===== src/design/mrd_pkg.sv =====
`timescale 1ns / 1ps

package mrd_pkg;

  // Default store depth of one row
  localparam int MAX_SLOTS_DEF = 256;

  // Slot and beat shapes
  localparam int SLOT_W      = 8;
  localparam int FIELD_LANES = 4;
  localparam int LANE_IDX_W  = $clog2(FIELD_LANES);
  localparam int LANES_W     = 3;

  // Cap on beats per row
  localparam int MAX_BEATS = 64;
  localparam int BEAT_CW   = $clog2(MAX_BEATS);

  typedef logic [SLOT_W-1:0] slot_t;

endpackage


===== src/design/mrd_ram.sv =====
`timescale 1ns / 1ps

module mrd_ram #(
  parameter int WIDTH = 8,
  parameter int DEPTH = 256,
  localparam int AW = (DEPTH > 1) ? $clog2(DEPTH) : 1
) (
  input  logic             clk,
  input  logic             we,
  input  logic [AW-1:0]    waddr,
  input  logic [WIDTH-1:0] wdata,
  input  logic [AW-1:0]    raddr,
  output logic [WIDTH-1:0] rdata
);

  logic [WIDTH-1:0] mem [DEPTH];

  // one write port, registered read port
  always_ff @(posedge clk) begin
    if (we) begin
      mem[waddr] <= wdata;
    end
    rdata <= mem[raddr];
  end

endmodule


===== src/design/mrd_gcd.sv =====
`timescale 1ns / 1ps

// Subtractive gcd, one subtract per cycle. Both operands must be nonzero.
module mrd_gcd #(
  parameter int W = 9
) (
  input  logic         clk,
  input  logic         rst_n,
  input  logic         start,
  input  logic [W-1:0] a_in,
  input  logic [W-1:0] b_in,
  output logic         done,
  output logic [W-1:0] result
);

  logic         busy_r, busy_nxt;
  logic [W-1:0] a_r, a_nxt;
  logic [W-1:0] b_r, b_nxt;

  always_comb begin
    busy_nxt = busy_r;
    a_nxt    = a_r;
    b_nxt    = b_r;
    if (start) begin
      busy_nxt = 1'b1;
      a_nxt    = a_in;
      b_nxt    = b_in;
    end else if (busy_r) begin
      if (a_r > b_r) begin
        a_nxt = a_r - b_r;
      end else if (b_r > a_r) begin
        b_nxt = b_r - a_r;
      end else begin
        busy_nxt = 1'b0;
      end
    end
  end

  always_ff @(posedge clk) begin
    if (!rst_n) begin
      busy_r <= 1'b0;
    end else begin
      busy_r <= busy_nxt;
    end
  end

  always_ff @(posedge clk) begin
    a_r <= a_nxt;
    b_r <= b_nxt;
  end

  assign done   = busy_r && (a_r == b_r);
  assign result = a_r;

endmodule


===== src/design/measure_row_decimator.sv =====
`timescale 1ns / 1ps

// Measure row decimator.
// Input channel (in_valid/in_ready): one slot per beat, in_last_slot closes the row.
// While a row loads, in_ready is high and a slot is taken every cycle in_valid is
// high; slots past MAX_SLOTS are dropped and reported through out_overflowed.
// After the last slot the stored row is scanned once, each slot read through the
// registered RAM port, with a subtractive gcd run each time a nonzero slot sits off
// the current stride; the scan stops early once the stride reaches one. The row is
// then decimated by that stride in one go, with no rewrite of the store.
// Result channel (out_valid/out_ready): up to four slots per beat, out_is_final on
// the last beat. Each slot of a beat is read from the store into the output register;
// an all-zero row gives a single empty beat. At most 64 beats per row.
// The output register holds its beat while out_ready is low and the block waits;
// no new slot is taken until the final beat of the row is accepted.
// Reset (rst_n, synchronous, active low) clears the row length and overflow flag;
// the slot store needs no clearing pass, since only slots written in the current
// row are read.
module measure_row_decimator
  import mrd_pkg::*;
#(
  parameter int MAX_SLOTS = MAX_SLOTS_DEF
) (
  input  logic               clk,
  input  logic               rst_n,
  input  logic               in_valid,
  output logic               in_ready,
  input  logic [SLOT_W-1:0]  in_slot_value,
  input  logic               in_last_slot,
  output logic               out_valid,
  input  logic               out_ready,
  output logic [SLOT_W-1:0]  out_lane0_value,
  output logic [SLOT_W-1:0]  out_lane1_value,
  output logic [SLOT_W-1:0]  out_lane2_value,
  output logic [SLOT_W-1:0]  out_lane3_value,
  output logic [LANES_W-1:0] out_lanes_valid,
  output logic               out_is_final,
  output logic               out_empty_row,
  output logic               out_overflowed
);

  localparam int AW = (MAX_SLOTS > 1) ? $clog2(MAX_SLOTS) : 1;
  localparam int LW = $clog2(MAX_SLOTS + 1);
  localparam int PW = LW + 1;

  localparam logic [2:0] S_LOAD = 3'd0;
  localparam logic [2:0] S_RD   = 3'd1;
  localparam logic [2:0] S_CHK  = 3'd2;
  localparam logic [2:0] S_GCD  = 3'd3;
  localparam logic [2:0] S_ERD  = 3'd4;
  localparam logic [2:0] S_ECAP = 3'd5;
  localparam logic [2:0] S_OUT  = 3'd6;

  // control state
  logic [2:0]            state_r, state_nxt;
  logic [LW-1:0]         len_r, len_nxt;
  logic                  ovf_r, ovf_nxt;
  logic [LW-1:0]         i_r, i_nxt;
  logic [LW-1:0]         m_r, m_nxt;
  logic [LW-1:0]         g_r, g_nxt;
  logic [PW-1:0]         p_r, p_nxt;
  logic [LANE_IDX_W-1:0] j_r, j_nxt;
  logic [BEAT_CW-1:0]    beat_r, beat_nxt;

  // output beat register
  slot_t                 lane_r [FIELD_LANES];
  slot_t                 lane_nxt [FIELD_LANES];
  logic [LANES_W-1:0]    nlanes_r, nlanes_nxt;
  logic                  final_r, final_nxt;
  logic                  empty_r, empty_nxt;

  // RAM and gcd hookup
  logic                  ram_we;
  logic [AW-1:0]         ram_raddr;
  slot_t                 ram_rdata;
  logic                  gcd_start;
  logic                  gcd_done;
  logic [LW-1:0]         gcd_res;

  // scan advance terms
  logic [LW-1:0]         adv_g;
  logic [LW-1:0]         adv_m_base;
  logic [LW-1:0]         i_inc;
  logic [LW-1:0]         m_inc;
  logic [LW-1:0]         adv_m;
  logic                  adv_end;
  logic                  in_beat;
  logic                  out_beat;
  logic                  store_ok;
  logic [LW-1:0]         len_fin;
  logic [PW-1:0]         p_step;
  logic                  row_end;

  assign in_ready  = (state_r == S_LOAD);
  assign out_valid = (state_r == S_OUT);
  assign in_beat   = in_valid && in_ready;
  assign out_beat  = out_valid && out_ready;

  assign store_ok = (len_r != LW'(MAX_SLOTS));
  assign len_fin  = store_ok ? (len_r + LW'(1)) : len_r;
  assign ram_we   = in_beat && store_ok;

  // read address: scan index while scanning, stride pointer while emitting
  assign ram_raddr = (state_r == S_ERD) ? p_r[AW-1:0] : i_r[AW-1:0];

  mrd_ram #(
    .WIDTH (SLOT_W),
    .DEPTH (MAX_SLOTS)
  ) u_store (
    .clk   (clk),
    .we    (ram_we),
    .waddr (len_r[AW-1:0]),
    .wdata (in_slot_value),
    .raddr (ram_raddr),
    .rdata (ram_rdata)
  );

  // a nonzero slot off the current stride shrinks the stride to gcd(stride, offset)
  assign gcd_start = (state_r == S_CHK) && (ram_rdata != '0) && (m_r != '0);

  mrd_gcd #(
    .W (LW)
  ) u_gcd (
    .clk    (clk),
    .rst_n  (rst_n),
    .start  (gcd_start),
    .a_in   (g_r),
    .b_in   (m_r),
    .done   (gcd_done),
    .result (gcd_res)
  );

  // next scan index; after a gcd run the index sits on the new stride
  assign adv_g      = (state_r == S_GCD) ? gcd_res : g_r;
  assign adv_m_base = (state_r == S_GCD) ? '0 : m_r;
  assign i_inc      = i_r + LW'(1);
  assign m_inc      = adv_m_base + LW'(1);
  assign adv_m      = (m_inc == adv_g) ? '0 : m_inc;
  assign adv_end    = (i_inc == len_r) || (adv_g == LW'(1));

  // emit stride
  assign p_step  = p_r + PW'(g_r);
  assign row_end = (p_step >= PW'(len_r));

  always_comb begin
    state_nxt  = state_r;
    len_nxt    = len_r;
    ovf_nxt    = ovf_r;
    i_nxt      = i_r;
    m_nxt      = m_r;
    g_nxt      = g_r;
    p_nxt      = p_r;
    j_nxt      = j_r;
    beat_nxt   = beat_r;
    lane_nxt   = lane_r;
    nlanes_nxt = nlanes_r;
    final_nxt  = final_r;
    empty_nxt  = empty_r;

    case (state_r)
      S_LOAD: begin
        if (in_beat) begin
          len_nxt = len_fin;
          if (!store_ok) begin
            ovf_nxt = 1'b1;
          end
          if (in_last_slot) begin
            g_nxt = len_fin;
            i_nxt = LW'(1);
            if (len_fin == LW'(1)) begin
              m_nxt     = '0;
              p_nxt     = '0;
              j_nxt     = '0;
              beat_nxt  = '0;
              lane_nxt  = '{default: '0};
              state_nxt = S_ERD;
            end else begin
              m_nxt     = LW'(1);
              state_nxt = S_RD;
            end
          end
        end
      end

      S_RD: begin
        state_nxt = S_CHK;
      end

      S_CHK, S_GCD: begin
        if (gcd_start) begin
          state_nxt = S_GCD;
        end else if ((state_r == S_CHK) || gcd_done) begin
          g_nxt = adv_g;
          i_nxt = i_inc;
          m_nxt = adv_m;
          if (adv_end) begin
            p_nxt     = '0;
            j_nxt     = '0;
            beat_nxt  = '0;
            lane_nxt  = '{default: '0};
            state_nxt = S_ERD;
          end else begin
            state_nxt = S_RD;
          end
        end
      end

      S_ERD: begin
        state_nxt = S_ECAP;
      end

      S_ECAP: begin
        p_nxt = p_step;
        if ((g_r == len_r) && (ram_rdata == '0)) begin
          // row reduced to a single zero slot
          nlanes_nxt = '0;
          final_nxt  = 1'b1;
          empty_nxt  = 1'b1;
          state_nxt  = S_OUT;
        end else begin
          lane_nxt[j_r] = ram_rdata;
          if (row_end || (j_r == LANE_IDX_W'(FIELD_LANES - 1))) begin
            nlanes_nxt = LANES_W'(j_r) + LANES_W'(1);
            final_nxt  = row_end || (beat_r == BEAT_CW'(MAX_BEATS - 1));
            empty_nxt  = 1'b0;
            state_nxt  = S_OUT;
          end else begin
            j_nxt     = j_r + LANE_IDX_W'(1);
            state_nxt = S_ERD;
          end
        end
      end

      S_OUT: begin
        if (out_beat) begin
          if (final_r) begin
            len_nxt   = '0;
            ovf_nxt   = 1'b0;
            state_nxt = S_LOAD;
          end else begin
            j_nxt     = '0;
            beat_nxt  = beat_r + BEAT_CW'(1);
            lane_nxt  = '{default: '0};
            state_nxt = S_ERD;
          end
        end
      end

      default: begin
        state_nxt = S_LOAD;
      end
    endcase
  end

  // control registers
  always_ff @(posedge clk) begin
    if (!rst_n) begin
      state_r <= S_LOAD;
      len_r   <= '0;
      ovf_r   <= 1'b0;
    end else begin
      state_r <= state_nxt;
      len_r   <= len_nxt;
      ovf_r   <= ovf_nxt;
    end
  end

  // scan and beat datapath
  always_ff @(posedge clk) begin
    i_r      <= i_nxt;
    m_r      <= m_nxt;
    g_r      <= g_nxt;
    p_r      <= p_nxt;
    j_r      <= j_nxt;
    beat_r   <= beat_nxt;
    lane_r   <= lane_nxt;
    nlanes_r <= nlanes_nxt;
    final_r  <= final_nxt;
    empty_r  <= empty_nxt;
  end

  assign out_lane0_value = lane_r[0];
  assign out_lane1_value = lane_r[1];
  assign out_lane2_value = lane_r[2];
  assign out_lane3_value = lane_r[3];
  assign out_lanes_valid = nlanes_r;
  assign out_is_final    = final_r;
  assign out_empty_row   = empty_r;
  assign out_overflowed  = ovf_r;

endmodule

===== config.mk =====
export PLATFORM = sky130hd
export DESIGN_NAME = measure_row_decimator
export DESIGN_NICKNAME = d
export VERILOG_FILES = /design/src/design/mrd_pkg.sv /design/src/design/mrd_ram.sv /design/src/design/mrd_gcd.sv /design/src/design/measure_row_decimator.sv
export SDC_FILE = /design/constraint.sdc
export NUM_CORES = 2
export LEC_CHECK = 0
export ABC_AREA = 1
export BUFFER_PORTS_ARGS = -buffer_cell sky130_fd_sc_hd__buf_2
export CORE_ASPECT_RATIO = 1.1
export CORE_MARGIN = 5
export CORE_UTILIZATION = 55
export DETAILED_ROUTE_END_ITERATION = 12
export PLACE_DENSITY = 0.76
export SYNTH_ARGS = -nofsm -noshare
export SYNTH_HDL_FRONTEND = slang
export SYNTH_SLANG_ARGS = --single-unit

===== constraint.sdc =====
create_clock -name clk -period 13.92 [get_ports clk]
set_input_delay 2.784 -clock clk [delete_from_list [all_inputs] [get_ports clk]]
set_output_delay 2.784 -clock clk [all_outputs]
set_load 0.005 [all_outputs]

* Word-level counts from Yosys, hierarchy flattened
Memory sizes are Yosys's and may differ from the RTL's. A register that Yosys moved wholly into a read port is not among the register bits. Cells that the tools add are included.
Storage, ports and cells: RAM bits 2048, bits of input ports 13, word-level logic and storage cells 198, bits in read-only memories 0, output and inout bits 40, latch bits 0, memories kept 1, register bits 114
Cells by class: muxes and demuxes 97, shifts and indexed selects 0, bitwise logic cells 1, divide/modulo/power cells 0, $lt $le $gt $ge 5, reductions and logical operators 37, multipliers 0, $add $sub $neg 9, equal/unequal tests 29
Memory list:
- u_store.mem | depth 256, width 8, rd ports 1, clocked after Yosys merged registers in 1, write ports 1, RTL line mrd_ram.sv:16 | logic [WIDTH-1:0] mem [DEPTH];
Operators by type and width (number):
- $mux 32 | 9
- $mux 9 | 26
- $pmux 32 s4 | 1
- $pmux 9 s2 | 4
- $mux 10 | 6
- $mux 6 | 8
- $eq 9x9->1 | 4
- $bwmux 32 | 1
- $pmux 10 s3 | 1
- $add 9x1->9 const B | 3
- $mux 3 | 9
- $mux 2 | 12
- $eq 9x1->1 const B | 2
- $gt 9x9->1 | 2
- $pmux 3 s6 | 1
- $pmux 6 s3 | 1
- $sub 9x9->9 | 2
- $demux 8 s2 | 1
- $mux 8 | 2
- $ne 2x2->1 const B | 8
- $mux 1 | 13
- $reduce_bool 2->1 | 6
- $reduce_and 11->1 | 1
- $add 10x9->10 | 1
- 33 further kinds | 54

* Longest topological paths before layout
word-level depth 8, gate-level depth with buffers 21

* Cells and area by module
From an unflattened synthesis, not the netlist that was laid out.
Second synthesis, totals: cell total of the unflattened synthesis 8021, area total of the unflattened synthesis 91178.7 µm²
Modules (own cells, without submodules):
- mrd_ram | cells each 7003, seq. area each 61659.1 µm², times used 1, area an instance 83396.2 µm²
- measure_row_decimator | cells each 784, seq. area each 2722.6 µm², times used 1, area an instance 6092.1 µm²
- mrd_gcd | cells each 234, seq. area each 560.5 µm², times used 1, area an instance 1690.4 µm²

* Worst setup path before layout
No wires, ideal clock.
kind in2reg, from input in_last_slot, to register g_r[0], enable pin, arrival 5.576 ns, library setup time 0.479 ns, path buffers 0, stages 2, setup slack 7.865 ns, path through a21oi_1 -> nor4_1
Between the ends: word-level cells in the longest chain between the ends 2
RTL lines:
- from (decl) | RTL line measure_row_decimator.sv:29 | input logic in_last_slot,
- $ne 2x1->1 (no line)
- $reduce_and 5->1 (no line)
- to (signal assigned) | RTL line measure_row_decimator.sv:272 | g_r <= g_nxt;
- to (decl) | RTL line measure_row_decimator.sv:60 | logic [LW-1:0] g_r, g_nxt;
No other way between the ends. A chain may end at the register's enable or synchronous reset.

* Worst setup path after layout
from register state_r[1], to register u_store.rdata[4] (read register of u_store.mem)
Between the ends: word-level cells in the longest chain between the ends 2
RTL lines:
- from (decl) | RTL line measure_row_decimator.sv:55 | logic [2:0] state_r, state_nxt;
- from (signal assigned) | RTL line measure_row_decimator.sv:262 | state_r <= state_nxt;
- $eq 3x3->1 | RTL line measure_row_decimator.sv:104 | assign ram_raddr = (state_r == S_ERD) ? p_r[AW-1:0] : i_r[AW-1:0];
- $mux 8 | RTL line measure_row_decimator.sv:104
- to (decl) | RTL line mrd_ram.sv:13 | output logic [WIDTH-1:0] rdata
No other way between the ends.

==> flow_summary_export.csv <==
group,metric,value,unit
worst_setup_path,crit_required,14.62,ns
floorplan,std_cell_rows,161,
grt,antenna_found_initial,7,
floorplan,coreArea,0.175,sq mm
floorplan,die_h,451,um
routing,drt_iter0_markers,9337,
floorplan,fp.dieW,410,um
worst_setup_path,r2r_start,"state_r[1]$_SDFFE_PN0P_",
pwr,powerDensity,189,mW/mm^2
clocking,ctsResizeCount,0,
worst_setup_path,cp_common_cell,"nand3_1",
yosys,ys.flop_type,"edfxtp_1",
sta,period_share,41.2,%
sta,maxSlewViolCount,0,
yosys,synthTopCellsByArea,"edfxtp_1 (66%), nand2_1 (10%), nand3_1 (9.3%), inv_1 (6.3%), buf_2 (1.7%)",
worst_setup_path,critPathBufInv,2,
yosys,synth.avg_cell_area,10.2,sq um
grt,grt_max_degree,223,
pwr,p_clk_share,28.7,%
worst_setup_path,cpPeakStageDelay,1.03,ns
worst_setup_path,cp_top_family,"simple AND/OR/NAND/NOR gates",
routing,dr.pass1.iters,9,
floorplan,fp.dieArea,0.185,sq mm
place,place_congestion,0.942,
routing,ant_nets,0,
clocking,cts.sinks,2170,
yosys,synth_cells,9530,
sta,worst_pin_slew,1.26,ns
worst_setup_path,critPathSlowestCell,"buf_4",
worst_hold_path,hold_path_class,"reg -> reg",
pwr,netSwitchingFraction,37.2,%
routing,vias,67600,
yosys,yosys.area.top_type,"edfxtp_1",
yosys,synth.cell_area,0.0970,sq mm
clocking,cts_htree_levels,4,
worst_setup_path,crit_fanout,222,
worst_setup_path,r2r_slack,8.19,ns
grt,grt_usage,27.0,%
final_layout,drive_gt1_share,5.08,%
yosys,yosys.cell_count.top_type,"nand2_1",
grt,grt_pass1_wl,384000,um
pwr,seqPwrFrac,38.0,%
pwr,combPwrFrac,33.3,%
sta,setup_tns,0,ns
worst_hold_path,whs_path_depth,2,
clocking,path_clk_slew,0.06,ns
floorplan,boundaryPins,53,
yosys,syn_nets,9594,
sta,finClkSkew,0.0219,ns
yosys,ys_ff_latch,2170,
job,timing.max_cap.violations,0,
worst_setup_path,worstSetupEndpointType,"flop",
routing,vias_per_cell,5.73,
clocking,clock_path_buffers,3,
worst_setup_path,start_kind,"flop",
final_layout,multiInputGateArea,0.0234,sq mm
sta,fin_crit,5.73,ns
sta,hold_viol,0,
pwr,total_power,19.9,mW
outcome,outcome,"finished, final reports clean",
routing,drcViolationCount,0,
place,dp_hpwl,143000,um
routing,wl_per_cell,21.6,um
sta,setup_violations,0,
worst_setup_path,worstPathCellList,"nor2_4 > nand2_4 > nand2_4 > nand2_8 > buf_12 > buf_4 > nand2_1 > nand3_1 > nand3_1 > nand3_1 > nand3_1 > nand3_1 > nand3_1 > nand3_1 > nand2_1",
worst_hold_path,min_from,"out_overflowed$_SDFFE_PN0P_",
yosys,synth_top_area_share,66.5,%
grt,grt_overflow,0,
yosys,ys_seq_area_share,66.9,%
final_layout,nFillCells,13500,
sta,slew-limit-headroom,15.8,%
worst_hold_path,holdPathEnd,"out_overflowed$_SDFFE_PN0P_",
pwr,p_int,12.5,mW
pwr,p_switching,7.38,mW
yosys,synth_cell_types,40,
clocking,cts_tree,"built",
clocking,numCtsBuffers,198,
pwr,ir_worst_vdd,0.000216,V
routing,finalWirelength,255000,um
sta,fmax,0.174,GHz
sta,rsz0062_at_grt,"no",
yosys,ys_top_cells_by_count,"nand2_1 (2647), edfxtp_1 (2148), nand3_1 (1796)",
worst_setup_path,crit_type,"reg -> reg",
grt,grt_pass1_vias,65400,
yosys,synth_edf_count,2148,
final_layout,fin_nets,9416,
pwr,leakagePower,43.1,nW
worst_setup_path,rr_worst_depth,15,
worst_setup_path,r2r_end,"u_store.rdata[4]$_DFF_P_",
final_layout,seqCellArea,0.0649,sq mm
yosys,synth_warnings,0,
final_layout,syn_to_final_growth,8.41,%
place,io_buffers,52,
clocking,clock_latency,0.84,ns
clocking,root_buffer,"clkbuf_16",
yosys,synthArstFlopShare,0,%
clocking,cts_hold_buffers,0,
final_layout,postLayoutCoreUtil,60.0,%
worst_setup_path,worstPathArrival,6.43,ns
floorplan,start_util,55.4,%
clocking,post_cts_buffers,0,
==> cell families after synthesis <==
logic type      count (synthesis)  synth area share, %
flops                        2170                 66.9
fa+ha+maj                      51                0.681
buf+inv                      2135                 9.11
xor+xnor                       41                0.384
compound gates                293                 1.69
simple gates                 4840                 21.2
==> power groups by stage <==
| stage | Sequential [mW] | Combinational [mW] | Clock, mW |
|---|---|---|---|
| detailed placement | 7.67 | 6.41 | 0 |
| finish | 7.54 | 6.62 | 5.70 |
| global route | 7.55 | 7.12 | 6.00 |
| CTS | 7.54 | 6.46 | 5.73 |
| floorplan | 7.62 | 4.51 | 0 |
| global placement | 7.67 | 6.28 | 0 |
==> per-stage QoR <==
stage                     area, sq um  hold WS (ns)  instances  setup slack [ns]
after floorplan                 97000         0.440       9530              7.86
after global routing           105000         0.490      11800              7.97
after detailed placement        98400         0.450      11400              7.79
after CTS                      105000         0.463      11800              8.40
after global placement          98400         0.435      11400              7.83
final                          105000         0.456      11800              8.19
==> flip-flops by register name (all words and copies together) (netlist names) <==
name             cells
beat_r               6
out_empty_row        1
p_r                 10
u_gcd.result         9
out_lanes_valid      3
j_r                  2
u_store.rdata        8
m_r                  9
state_r              3
len_r                9
out_lane1_value      8
u_gcd.b_r            9
g_r                  9
out_overflowed       1
out_lane3_value      8
out_lane2_value      8
out_is_final         1
u_store.mem       2048
i_r                  9
out_lane0_value      8
u_gcd.busy_r         1
==> final cells by class <==
| type | instances | area share, % |
|---|---|---|
| Antenna cell | 5 | 0.0119 |
| Clock buffer | 230 | 4.93 |
| Clock inverter | 134 | 1.54 |
| Inverter | 1625 | 5.81 |
| Multi-Input combinational cell | 5225 | 22.3 |
| Sequential cell | 2170 | 61.7 |
| Tap cell | 2282 | 2.71 |
| Timing Repair Buffer | 132 | 0.990 |
==> worst reg2reg max path, delay by kind of cell (launching register included) <==
family / cells / cell delay, ns
buf+inv: 2 / 2.06
simple gates: 13 / 3.11
flops: 1 / 0.46
==> cell usage in the layout (no fill, tap or decap), types with 34 or more instances in the layout <==
master / netlist / final
o211ai_1: 49 / 49
edfxtp_1: 2148 / 2148
clkbuf_16: 0 / 202
a21oi_1: 77 / 77
nand3_1: 1796 / 1788
inv_1: 1619 / 1618
buf_2: 331 / 44
clkinv_1: 3 / 37
nor2_1: 342 / 341
buf_4: 56 / 72
o21ai_0: 135 / 134
ha_1: 48 / 48
nand2_1: 2647 / 2641
bufinv_16: 0 / 34
==> worst max path at each step <==
stage                       startpoint                       endpoint  slack [ns]  cells after the start
6_report       state_r[1]$_SDFFE_PN0P_       u_store.rdata[4]$_DFF_P_        8.19                     15
3_5_place_dp                  in_valid  u_store.mem[252][0]$_DFFE_PP_        7.79                      8
5_1_grt        state_r[0]$_SDFFE_PN0P_       u_store.rdata[4]$_DFF_P_        7.97                     15
3_3_place_gp                  in_valid  u_store.mem[172][2]$_DFFE_PP_        7.83                      8
2_1_floorplan             in_last_slot               g_r[0]$_DFFE_PP_        7.86                      2
4_1_cts        state_r[0]$_SDFFE_PN0P_       u_store.rdata[4]$_DFF_P_        8.40                     15
==> per-layer routing <==
layer | vias to the layer above | global-route usage (%) | wire length [um]
met1 | 31800 | 35.0 | 93200
met2 | 4275 | 43.4 | 119000
met5 | - | 0 | 96
met3 | 744 | 5.86 | 28800
li1 | 30800 | - | -
met4 | 10 | 13.5 | 13700
Note: power is estimated with default switching activity, not from simulation.
